--- src/hw/rtl/iepc_pkg.sv ---
`default_nettype none
// ----------------------------------------------------------------------------
// iepc_pkg
// Shared types and constants for the ICMP echo parse and checksum block.
// ----------------------------------------------------------------------------
package iepc_pkg;

  localparam int unsigned HEADER_BYTES = 8;
  localparam int unsigned HDR_POS_W    = $clog2(HEADER_BYTES);
  localparam int unsigned COUNT_W      = 16;

  localparam logic [7:0] TYPE_ECHO_REQUEST = 8'd8;
  localparam logic [7:0] TYPE_ECHO_REPLY   = 8'd0;

  typedef enum logic [1:0] {
    STATUS_OK       = 2'd0,
    STATUS_SHORT    = 2'd1,
    STATUS_BAD_TYPE = 2'd2,
    STATUS_BAD_SUM  = 2'd3
  } status_t;

  typedef struct packed {
    status_t              status;
    logic [7:0]           msg_type;
    logic [7:0]           msg_code;
    logic [15:0]          identifier;
    logic [15:0]          sequence_number;
    logic [15:0]          checksum_field;
    logic [COUNT_W-1:0]   payload_length;
  } result_t;

  typedef struct packed {
    logic    valid;
    result_t data;
  } result_beat_t;

endpackage : iepc_pkg
`default_nettype wire

--- src/hw/rtl/iepc_accum.sv ---
`default_nettype none
// ----------------------------------------------------------------------------
// iepc_accum
// Input register, header capture, byte count and ones'-complement sum.
// Builds the result beat on the last byte of a message.
// ----------------------------------------------------------------------------
module iepc_accum
  import iepc_pkg::*;
(
  input  wire logic         clk,
  input  wire logic         rst_n,
  input  wire logic         in_valid,
  input  wire logic         in_stall,
  input  wire logic [7:0]   in_data_byte,
  input  wire logic         in_last_byte,
  output result_beat_t      res,
  output logic              pend_last
);

  localparam logic [HDR_POS_W-1:0] POS_TYPE   = HDR_POS_W'(0);
  localparam logic [HDR_POS_W-1:0] POS_CODE   = HDR_POS_W'(1);
  localparam logic [HDR_POS_W-1:0] POS_CSUM_H = HDR_POS_W'(2);
  localparam logic [HDR_POS_W-1:0] POS_CSUM_L = HDR_POS_W'(3);
  localparam logic [HDR_POS_W-1:0] POS_ID_H   = HDR_POS_W'(4);
  localparam logic [HDR_POS_W-1:0] POS_ID_L   = HDR_POS_W'(5);
  localparam logic [HDR_POS_W-1:0] POS_SEQ_H  = HDR_POS_W'(6);
  localparam logic [HDR_POS_W-1:0] POS_SEQ_L  = HDR_POS_W'(7);

  localparam logic [COUNT_W-1:0] COUNT_MAX = '1;
  localparam logic [COUNT_W-1:0] HDR_LEN   = COUNT_W'(HEADER_BYTES);

  function automatic logic [15:0] ones_add(input logic [15:0] a, input logic [15:0] b);
    logic [16:0] s;
    s = {1'b0, a} + {1'b0, b};
    return s[15:0] + {15'b0, s[16]};
  endfunction

  logic               s1_valid_r;
  logic [7:0]         s1_byte_r;
  logic               s1_last_r;

  logic [COUNT_W-1:0] count_r, count_nxt;
  logic [15:0]        sum_r, sum_nxt;
  logic [7:0]         held_r, held_nxt;
  logic               odd_r, odd_nxt;
  logic [7:0]         type_r, type_nxt;
  logic [7:0]         code_r, code_nxt;
  logic [15:0]        csum_r, csum_nxt;
  logic [15:0]        id_r, id_nxt;
  logic [15:0]        seq_r, seq_nxt;

  logic [15:0]        word;
  logic [15:0]        sum_add;
  result_t            rslt;

  always_comb begin
    type_nxt = type_r;
    code_nxt = code_r;
    csum_nxt = csum_r;
    id_nxt   = id_r;
    seq_nxt  = seq_r;
    if (count_r < HDR_LEN) begin
      unique case (count_r[HDR_POS_W-1:0])
        POS_TYPE:   type_nxt       = s1_byte_r;
        POS_CODE:   code_nxt       = s1_byte_r;
        POS_CSUM_H: csum_nxt[15:8] = s1_byte_r;
        POS_CSUM_L: csum_nxt[7:0]  = s1_byte_r;
        POS_ID_H:   id_nxt[15:8]   = s1_byte_r;
        POS_ID_L:   id_nxt[7:0]    = s1_byte_r;
        POS_SEQ_H:  seq_nxt[15:8]  = s1_byte_r;
        POS_SEQ_L:  seq_nxt[7:0]   = s1_byte_r;
      endcase
    end

    word      = odd_r ? {held_r, s1_byte_r} : {s1_byte_r, 8'h00};
    sum_add   = ones_add(sum_r, word);
    count_nxt = (count_r == COUNT_MAX) ? count_r : count_r + COUNT_W'(1);
    sum_nxt   = odd_r ? sum_add : sum_r;
    held_nxt  = odd_r ? held_r : s1_byte_r;
    odd_nxt   = !odd_r;

    rslt.msg_type        = type_nxt;
    rslt.msg_code        = code_nxt;
    rslt.identifier      = id_nxt;
    rslt.sequence_number = seq_nxt;
    rslt.checksum_field  = csum_nxt;
    rslt.payload_length  = '0;
    priority if (count_nxt < HDR_LEN) begin
      rslt.status = STATUS_SHORT;
    end else if (type_nxt != TYPE_ECHO_REQUEST && type_nxt != TYPE_ECHO_REPLY) begin
      rslt.status         = STATUS_BAD_TYPE;
      rslt.payload_length = count_nxt - HDR_LEN;
    end else if (sum_add != 16'hFFFF) begin
      rslt.status         = STATUS_BAD_SUM;
      rslt.payload_length = count_nxt - HDR_LEN;
    end else begin
      rslt.status         = STATUS_OK;
      rslt.payload_length = count_nxt - HDR_LEN;
    end
  end

  assign res.valid = s1_valid_r && s1_last_r;
  assign res.data  = rslt;
  assign pend_last = s1_valid_r && s1_last_r;

  always_ff @(posedge clk) begin
    s1_byte_r <= in_data_byte;
    s1_last_r <= in_last_byte;
    if (!rst_n) begin
      s1_valid_r <= 1'b0;
      count_r    <= '0;
      sum_r      <= '0;
      held_r     <= '0;
      odd_r      <= 1'b0;
      type_r     <= '0;
      code_r     <= '0;
      csum_r     <= '0;
      id_r       <= '0;
      seq_r      <= '0;
    end else begin
      s1_valid_r <= in_valid && !in_stall;
      if (s1_valid_r) begin
        if (s1_last_r) begin
          count_r <= '0;
          sum_r   <= '0;
          held_r  <= '0;
          odd_r   <= 1'b0;
          type_r  <= '0;
          code_r  <= '0;
          csum_r  <= '0;
          id_r    <= '0;
          seq_r   <= '0;
        end else begin
          count_r <= count_nxt;
          sum_r   <= sum_nxt;
          held_r  <= held_nxt;
          odd_r   <= odd_nxt;
          type_r  <= type_nxt;
          code_r  <= code_nxt;
          csum_r  <= csum_nxt;
          id_r    <= id_nxt;
          seq_r   <= seq_nxt;
        end
      end
    end
  end

endmodule : iepc_accum
`default_nettype wire

--- src/hw/rtl/iepc_outbuf.sv ---
`default_nettype none
// ----------------------------------------------------------------------------
// iepc_outbuf
// Result register with a skid entry; drives the input stall.
// ----------------------------------------------------------------------------
module iepc_outbuf
  import iepc_pkg::*;
(
  input  wire logic          clk,
  input  wire logic          rst_n,
  input  wire result_beat_t  res,
  input  wire logic          pend_last,
  input  wire logic          out_stall,
  output logic               in_stall,
  output logic               out_valid,
  output result_t            out_data
);

  logic    out_valid_r, out_valid_nxt;
  result_t out_data_r, out_data_nxt;
  logic    skid_valid_r, skid_valid_nxt;
  result_t skid_data_r, skid_data_nxt;
  logic    taken;

  assign taken    = out_valid_r && !out_stall;
  assign in_stall = skid_valid_r || (pend_last && out_valid_r && out_stall);

  always_comb begin
    out_valid_nxt  = out_valid_r;
    out_data_nxt   = out_data_r;
    skid_valid_nxt = skid_valid_r;
    skid_data_nxt  = skid_data_r;
    priority if (!out_valid_r || taken) begin
      if (skid_valid_r) begin
        out_valid_nxt  = 1'b1;
        out_data_nxt   = skid_data_r;
        skid_valid_nxt = 1'b0;
      end else begin
        out_valid_nxt = res.valid;
        out_data_nxt  = res.data;
      end
    end else if (res.valid) begin
      skid_valid_nxt = 1'b1;
      skid_data_nxt  = res.data;
    end
  end

  always_ff @(posedge clk) begin
    out_data_r  <= out_data_nxt;
    skid_data_r <= skid_data_nxt;
    if (!rst_n) begin
      out_valid_r  <= 1'b0;
      skid_valid_r <= 1'b0;
    end else begin
      out_valid_r  <= out_valid_nxt;
      skid_valid_r <= skid_valid_nxt;
    end
  end

  assign out_valid = out_valid_r;
  assign out_data  = out_data_r;

endmodule : iepc_outbuf
`default_nettype wire

--- src/hw/rtl/icmp_echo_parse_check_core.sv ---
`default_nettype none
// ----------------------------------------------------------------------------
// icmp_echo_parse_check_core
// Streaming ICMP echo header parser with Internet checksum check.
//
//   channel  direction  beat                         handshake
//   in_      sink       one message byte + last mark in_valid / in_stall
//   out_     source     one verdict per message      out_valid / out_stall
//
// One byte beat is taken every cycle while in_stall is low. The verdict is
// built from the input register and held in the result register. Reset
// clears the running count, sum and captured header. A skid entry behind the
// result register keeps bytes flowing while a verdict waits; in_stall rises
// only when the skid entry is in use or a verdict is about to need it.
// ----------------------------------------------------------------------------
module icmp_echo_parse_check_core
  import iepc_pkg::*;
(
  input  wire logic        clk,
  input  wire logic        rst_n,
  input  wire logic        in_valid,
  output logic             in_stall,
  input  wire logic [7:0]  in_data_byte,
  input  wire logic        in_last_byte,
  output logic             out_valid,
  input  wire logic        out_stall,
  output logic [1:0]       out_status,
  output logic [7:0]       out_msg_type,
  output logic [7:0]       out_msg_code,
  output logic [15:0]      out_identifier,
  output logic [15:0]      out_sequence_number,
  output logic [15:0]      out_checksum_field,
  output logic [15:0]      out_payload_length
);

  result_beat_t res;
  logic         pend_last;
  result_t      out_data;

  iepc_accum u_accum (
    .clk          (clk),
    .rst_n        (rst_n),
    .in_valid     (in_valid),
    .in_stall     (in_stall),
    .in_data_byte (in_data_byte),
    .in_last_byte (in_last_byte),
    .res          (res),
    .pend_last    (pend_last)
  );

  iepc_outbuf u_outbuf (
    .clk       (clk),
    .rst_n     (rst_n),
    .res       (res),
    .pend_last (pend_last),
    .out_stall (out_stall),
    .in_stall  (in_stall),
    .out_valid (out_valid),
    .out_data  (out_data)
  );

  assign out_status          = out_data.status;
  assign out_msg_type        = out_data.msg_type;
  assign out_msg_code        = out_data.msg_code;
  assign out_identifier      = out_data.identifier;
  assign out_sequence_number = out_data.sequence_number;
  assign out_checksum_field  = out_data.checksum_field;
  assign out_payload_length  = out_data.payload_length;

endmodule : icmp_echo_parse_check_core
`default_nettype wire
--- config.mk ---
export PLATFORM = sky130hd
export DESIGN_NAME = icmp_echo_parse_check_core
export DESIGN_NICKNAME = d
export VERILOG_FILES = /design/src/hw/rtl/iepc_pkg.sv /design/src/hw/rtl/iepc_accum.sv /design/src/hw/rtl/iepc_outbuf.sv /design/src/hw/rtl/icmp_echo_parse_check_core.sv
export SDC_FILE = /design/constraint.sdc
export NUM_CORES = 1
export LEC_CHECK = 0
export BUFFER_PORTS_ARGS = -buffer_cell sky130_fd_sc_hd__buf_4
export CORE_AREA = 2 2 214 216
export DETAILED_ROUTE_END_ITERATION = 8
export DIE_AREA = 0 0 216 218
export PLACE_DENSITY = 0.47
export SYNTH_ARGS = -nofsm -noshare
export SYNTH_HDL_FRONTEND = slang
export SYNTH_SLANG_ARGS = --single-unit
--- constraint.sdc ---
create_clock -name clk -period 10.7 [get_ports clk]
set_input_delay 1.07 -clock clk [delete_from_list [all_inputs] [get_ports clk]]
set_output_delay 1.07 -clock clk [all_outputs]
set_load 0.005 [all_outputs]
# Yosys cells after proc, flatten, opt, wreduce, memory -nomap -nowiden

Index checks and enable logic that the tools add are counted.

Flip-flop bits (word level): 281
Input port bits: 13
Output and inout bits: 84
Word-level logic and storage cells: 98

Reduce and logical (&&, ||, !) cells: 19
Mux-type cells: 32
Bitwise gates (word level): 2
Eq/ne operators: 11
Add/sub/neg operators: 4
Order comparisons: 2

Operators by type and width:

| kind                                                                     | number |
|---|---|
| 16-bit 2-to-1 mux                                                        | 12 |
| 8-bit 2-to-1 mux                                                         | 14 |
| 82-bit 2-to-1 mux                                                        | 1 |
| 16-bit by 4-bit < comparator with 1-bit output (second input constant)   | 2 |
| 16-bit by 16-bit adder with 17-bit output                                | 1 |
| 16-bit by 1-bit adder with 16-bit output                                 | 1 |
| 16-bit by 1-bit adder with 16-bit output (second input constant)         | 1 |
| 16-bit equality test (second input constant)                             | 1 |
| 16-bit inequality test (second input constant)                           | 1 |
| 16-bit by 4-bit subtractor with 16-bit output (second input constant)    | 1 |
| 3-bit equality test (second input constant)                              | 4 |
| 8-bit by 4-bit inequality test with 1-bit output (second input constant) | 1 |
| 8-bit nonzero test                                                       | 1 |
| 3-bit by 2-bit equality test with 1-bit output (second input constant)   | 2 |
| 1-bit logical AND                                                        | 6 |
| 2-bit 2-to-1 mux                                                         | 3 |
| 2-bit AND reduction                                                      | 3 |
| 1-bit logical NOT                                                        | 4 |
| 3-bit by 1-bit equality test with 1-bit output (second input constant)   | 1 |
| 3-bit logical NOT                                                        | 1 |
| 1-bit logical OR                                                         | 2 |
| 1-bit 2-to-1 mux                                                         | 2 |
| 2-bit by 1-bit inequality test with 1-bit output (second input constant) | 1 |
| 1-bit inverter                                                           | 2 |
| 2 further kinds                                                          | 2 |

# Depth between registers and ports, before layout

Depth in word-level cells: 8
Gate-level depth with buffers: 23
Gate-level depth less buffers: 20

# Cells and area by module

From an unflattened synthesis, not the netlist that was laid out.

Cells, all modules: 1,068
Area total of the unflattened synthesis: 13,041.3 um2

By module, submodules not included:

| module      | sequential area each (um2) | cells an instance | times used | area each (um2) |
|---|---|---|---|---|
| iepc_accum  | 2,302.2                    | 805               | 1          | 7,021.7 |
| iepc_outbuf | 4,964.8                    | 263               | 1          | 6,019.5 |

# Least setup slack after synthesis

OpenSTA, ideal clock, no wires.

Path kind: input to output
From: input port out_stall
To: output port in_stall
Data required time: 9.630 ns
Data arrival time: 7.106 ns
Buffers on the path: 0
Stages: 3
Path slack: 2.524 ns
Cell sequence: nand2_1 -> nor2_1 -> or2_2

Longest elaborated chain between the ends: 2

Ends and longest elaborated chain:

| element           | line                             | text |
|---|---|---|
| from (decl)       | icmp_echo_parse_check_core.sv:26 | `input wire logic out_stall,` |
| 1-bit logical AND | iepc_outbuf.sv:26                | `assign in_stall = skid_valid_r \|\| (pend_last && out_valid_r && out_stall);` |
| 1-bit logical OR  | iepc_outbuf.sv:26                |  |
| to (decl)         | icmp_echo_parse_check_core.sv:22 | `output logic in_stall,` |

Every way passes these cells.

# Worst setup path in the final report

From: register u_accum.odd_r
To: register u_outbuf.out_data_r (netlist bit u_outbuf.out_data[80]), data pin

Longest elaborated chain between the ends: 8

Ends and longest elaborated chain:

| element                                   | line              | text |
|---|---|---|
| from (decl)                               | iepc_accum.sv:45  | `logic odd_r, odd_nxt;` |
| from (signal assigned)                    | iepc_accum.sv:137 | `odd_r <= odd_nxt;` |
| 16-bit 2-to-1 mux                         | iepc_accum.sv:75  | `word = odd_r ? {held_r, s1_byte_r} : {s1_byte_r, 8'h00};` |
| 16-bit by 16-bit adder with 17-bit output | iepc_accum.sv:34  | `s = {1'b0, a} + {1'b0, b};` |
| 16-bit by 1-bit adder with 16-bit output  | iepc_accum.sv:35  | `return s[15:0] + {15'b0, s[16]};` |
| 16-bit inequality test                    | iepc_accum.sv:93  | `end else if (sum_add != 16'hFFFF) begin` |
| 2-bit 2-to-1 mux                          | iepc_accum.sv:93  |  |
| 2-bit 2-to-1 mux                          | iepc_accum.sv:90  | `end else if (type_nxt != TYPE_ECHO_REQUEST && type_nxt != TYPE_ECHO_REPLY) begin` |
| 2-bit 2-to-1 mux                          | iepc_accum.sv:88  | `priority if (count_nxt < HDR_LEN) begin` |
| 82-bit 2-to-1 mux                         | iepc_outbuf.sv:34 | `if (skid_valid_r) begin` |
| to (signal assigned)                      | iepc_outbuf.sv:49 | `out_data_r <= out_data_nxt;` |
| to (decl)                                 | iepc_outbuf.sv:20 | `result_t out_data_r, out_data_nxt;` |

Every way passes these cells.
A chain may end at the register's enable or synchronous reset.

==> qor.csv <==
stage;metric;value;unit
drt;dr.pass1.iters;5;
place;dp_hpwl;20900;um
power;power_leakage;0.00601;uW
worst_hold_path;hold_path_class;register to register;
global_routing;grt_max_degree;109;
worst_setup_path;crit_path_max_incr_delay;0.74;ns
timing;hold_viol_final;0;
drt;vias_per_cell;4.74;
cts;clkLatencyLatePin;0.57;ns
yosys;synth_top_family_by_area;simple AND/OR/NAND/NOR gates;
yosys;synth.cell_area;13300;um2
timing;drv_slew;0;
yosys;ys_seq_area_frac;0.545;
floorplan;die_area;47100;um2
yosys;yosysTopAreaCell;edfxtp_1;
drt;drc;0;
drt;finalWirelength;33100;um
timing;layout_worst_path_cycle_share;0.516;
run_status;status;finished clean;
timing;whs;0.528;ns
worst_setup_path;crit_path_end_kind;register;
yosys;syn_nets;1195;
yosys;synthAdderAreaFrac;0.0250;
cts;htreeDepth;1;
global_routing;grt_pass1_wl;51100;um
power;irDropWorstVdd;0.000138;V
power;power-per-cell-area;148;nW/um2
floorplan;die_w;216;um
floorplan;core.rowCount;78;
yosys;synth_compound_area_frac;0.0883;
place;port_buffers;96;
yosys;synth_edf_count;164;
yosys;yosysMostFrequentCell;edfxtp_1;
yosys;avgSynthCellArea;11.5;um2
layout;final_util;0.347;
timing;worst_slack;5.18;ns
timing;fin_setup_tns;0;ns
yosys;netlist_top_cells_area;edfxtp_1 37%, dfxtp_1 18%, mux2_2 12%;
yosys;synth_cell_types;62;
worst_setup_path;critPathSlowestCell;dfxtp_1;
cts;postCtsSetupBuffers;0;
drt;routedWlPerCell;17.9;um
place;dp.cells;1790;
yosys;synthXorXnorAreaFrac;0.0302;
worst_setup_path;path_class;register to register;
timing;max_freq;181;MHz
job;drv_cap;0;
global_routing;overflow;0;
floorplan;core-area;44900;um2
cts;cts_tree;done;
worst_setup_path;crit_path_start_kind;register;
floorplan;start_util;0.297;
worst_setup_path;cp_cell_sequence;and2_1 -> ha_1 -> inv_1 -> fa_1 -> nand2b_1 -> a211o_1 -> a211oi_1 -> o22ai_1 -> nor2_1 -> o21ai_0 -> nand2b_1 -> ha_1 -> nor2b_1 -> nand4_1 -> or3_1 -> o21ai_0 -> a31oi_1 -> nor4_1 -> and3_1 -> o31ai_1;
global_routing;track_usage;0.138;
yosys;synthMuxAreaShare;0.128;
timing;skew;0.00908;ns
cts;clkTransAtPathRegs;0.06;ns
place;dp_slack;5.26;ns
yosys;yosysTopAreaCellShare;0.369;
yosys;ys.flop_type;edfxtp_1;
worst_setup_path;crit_required;10.99;ns
floorplan;ios;97;
drt;vias;8763;
timing;finalSetupViolCount;0;
timing;timing.slew.headroom;0.301;
cts;cts_resized;0;
global_routing;antenna_found_initial;1;
cts;clk_path_buf_depth;3;
yosys;yosys.area_share.simple;0.155;
layout;diodes;0;
cts;cts_hold_repair.buffers;0;
yosys;synth_common_cells;164 x edfxtp_1, 155 x nor2b_1, 141 x mux2_2;
timing;tightestPinTransition;1.05;ns
timing;period_needed;5.52;ns
yosys;ys_async_sr_fraction;0;
cts;cts.sinks;281;
cts;cts_root_buf;clkbuf_16;
yosys;ys_ff_latch;281;
layout;drive_above_1_share;0.248;
drt;drtAntennaViolNets;0;
yosys;ys_warn_count;0;
place;gp_congestion;0.837;
worst_setup_path;crit_fanout;19;
worst_setup_path;cp.arrival;5.82;ns
layout;syn2layout_area_growth;17.0;%
timing;rsz0062_at_grt;no;
floorplan;die_h;218;um
layout;nets;1262;
cts;cts_made_buffers;31;
yosys;synth_cells;1156;
drt;detail_route.iter0.violations;543;
global_routing;grt_pass1_vias;8480;
layout;fin_cells;1848;
==> layer usage <==
metal  wire length (um)  vias up  share of wire  track usage
li1                   -     4297              -            -
met1              15900     4291           0.48        0.195
met2              15300      146           0.46        0.224
met3               1330       29          0.040       0.0205
met4                496        0          0.015       0.0304
met5                  0        -              0            0
==> final cells by class <==
class / instances / area, um2
Multi-Input combinational cell: 779 / 5710
Clock buffer: 45 / 868
Clock inverter: 13 / 118
Timing Repair Buffer: 104 / 781
Inverter: 26 / 97.6
Fill cell: 4495 / 29300
Sequential cell: 281 / 7270
Tap cell: 600 / 751
==> worst paths after layout <==
kind / startpoint / to / slack (ns) / cells past startpoint
max: u_accum.odd_r$_SDFFE_PN0P_ / u_outbuf.out_data[80]$_DFFE_PP_ / 5.18 / 20
min: u_outbuf.skid_data_r[5]$_DFFE_PP_ / u_outbuf.out_data[5]$_DFFE_PP_ / 0.53 / 2
max reg2reg: u_accum.odd_r$_SDFFE_PN0P_ / u_outbuf.out_data[80]$_DFFE_PP_ / 5.18 / 20
min reg2reg: u_outbuf.skid_data_r[5]$_DFFE_PP_ / u_outbuf.out_data[5]$_DFFE_PP_ / 0.53 / 2
==> metrics by stage <==
| stage | power (uW) | cell area [um2] |
|---|---|---|
| final | 2310 | 15600 |
| after global routing | 2410 | 15600 |
| after CTS | 2350 | 15600 |
| after detailed placement | 1290 | 14600 |
| after global placement | 1290 | 14600 |
| after floorplan | 1250 | 13300 |
==> cells in the final DEF (no fill, tap or decap), types with 31 or more instances in the layout <==
cell / netlist / routed
dfxtp_1: 117 / 115
clkbuf_16: 0 / 31
nor2b_1: 155 / 154
a21oi_1: 86 / 86
nor2_1: 44 / 43
buf_4: 1 / 104
edfxtp_1: 164 / 164
mux2_2: 141 / 141
nand2_1: 48 / 47
xnor2_1: 37 / 37
==> cell families after synthesis <==
family / Yosys count
and+or+nand+nor: 363
DFF: 281
AOI/OAI and AO/OA: 192
muxes: 152
buffers and inverters: 96
xor gates and xnor gates: 46
adders and majority gates: 26
==> worst max-delay path: cells and delay by family (launching register included) <==
family,cells,cell delay [ns]
flip-flops,1,0.74
AND/OR/NAND/NOR,9,2.36
buffers and inverters,1,0.07
AO/OA/AOI/OAI,7,1.31
adder cells (fa/ha/maj),3,0.80
==> power by group <==
| part | switching (uW) | leakage (uW) | internal (uW) |
|---|---|---|---|
| logic | 56.8 | 0.00284 | 44.0 |
| clock network | 436 | 0.000485 | 608 |
| registers | 16.4 | 0.00269 | 1150 |
==> registers in the layout (all words and copies together) (netlist names) <==
signal	flops
u_accum.count_r	16
u_accum.s1_last_r	1
u_outbuf.skid_valid_r	1
u_accum.type_r	8
u_outbuf.out_valid	1
u_accum.id_r	16
u_accum.sum_r	16
u_outbuf.out_data	82
u_accum.csum_r	16
u_accum.s1_byte_r	8
u_accum.seq_r	16
u_accum.code_r	8
u_outbuf.skid_data_r	82
u_accum.s1_valid_r	1
u_accum.held_r	8
u_accum.odd_r	1
No activity file was read; power rests on OpenSTA's default activity.
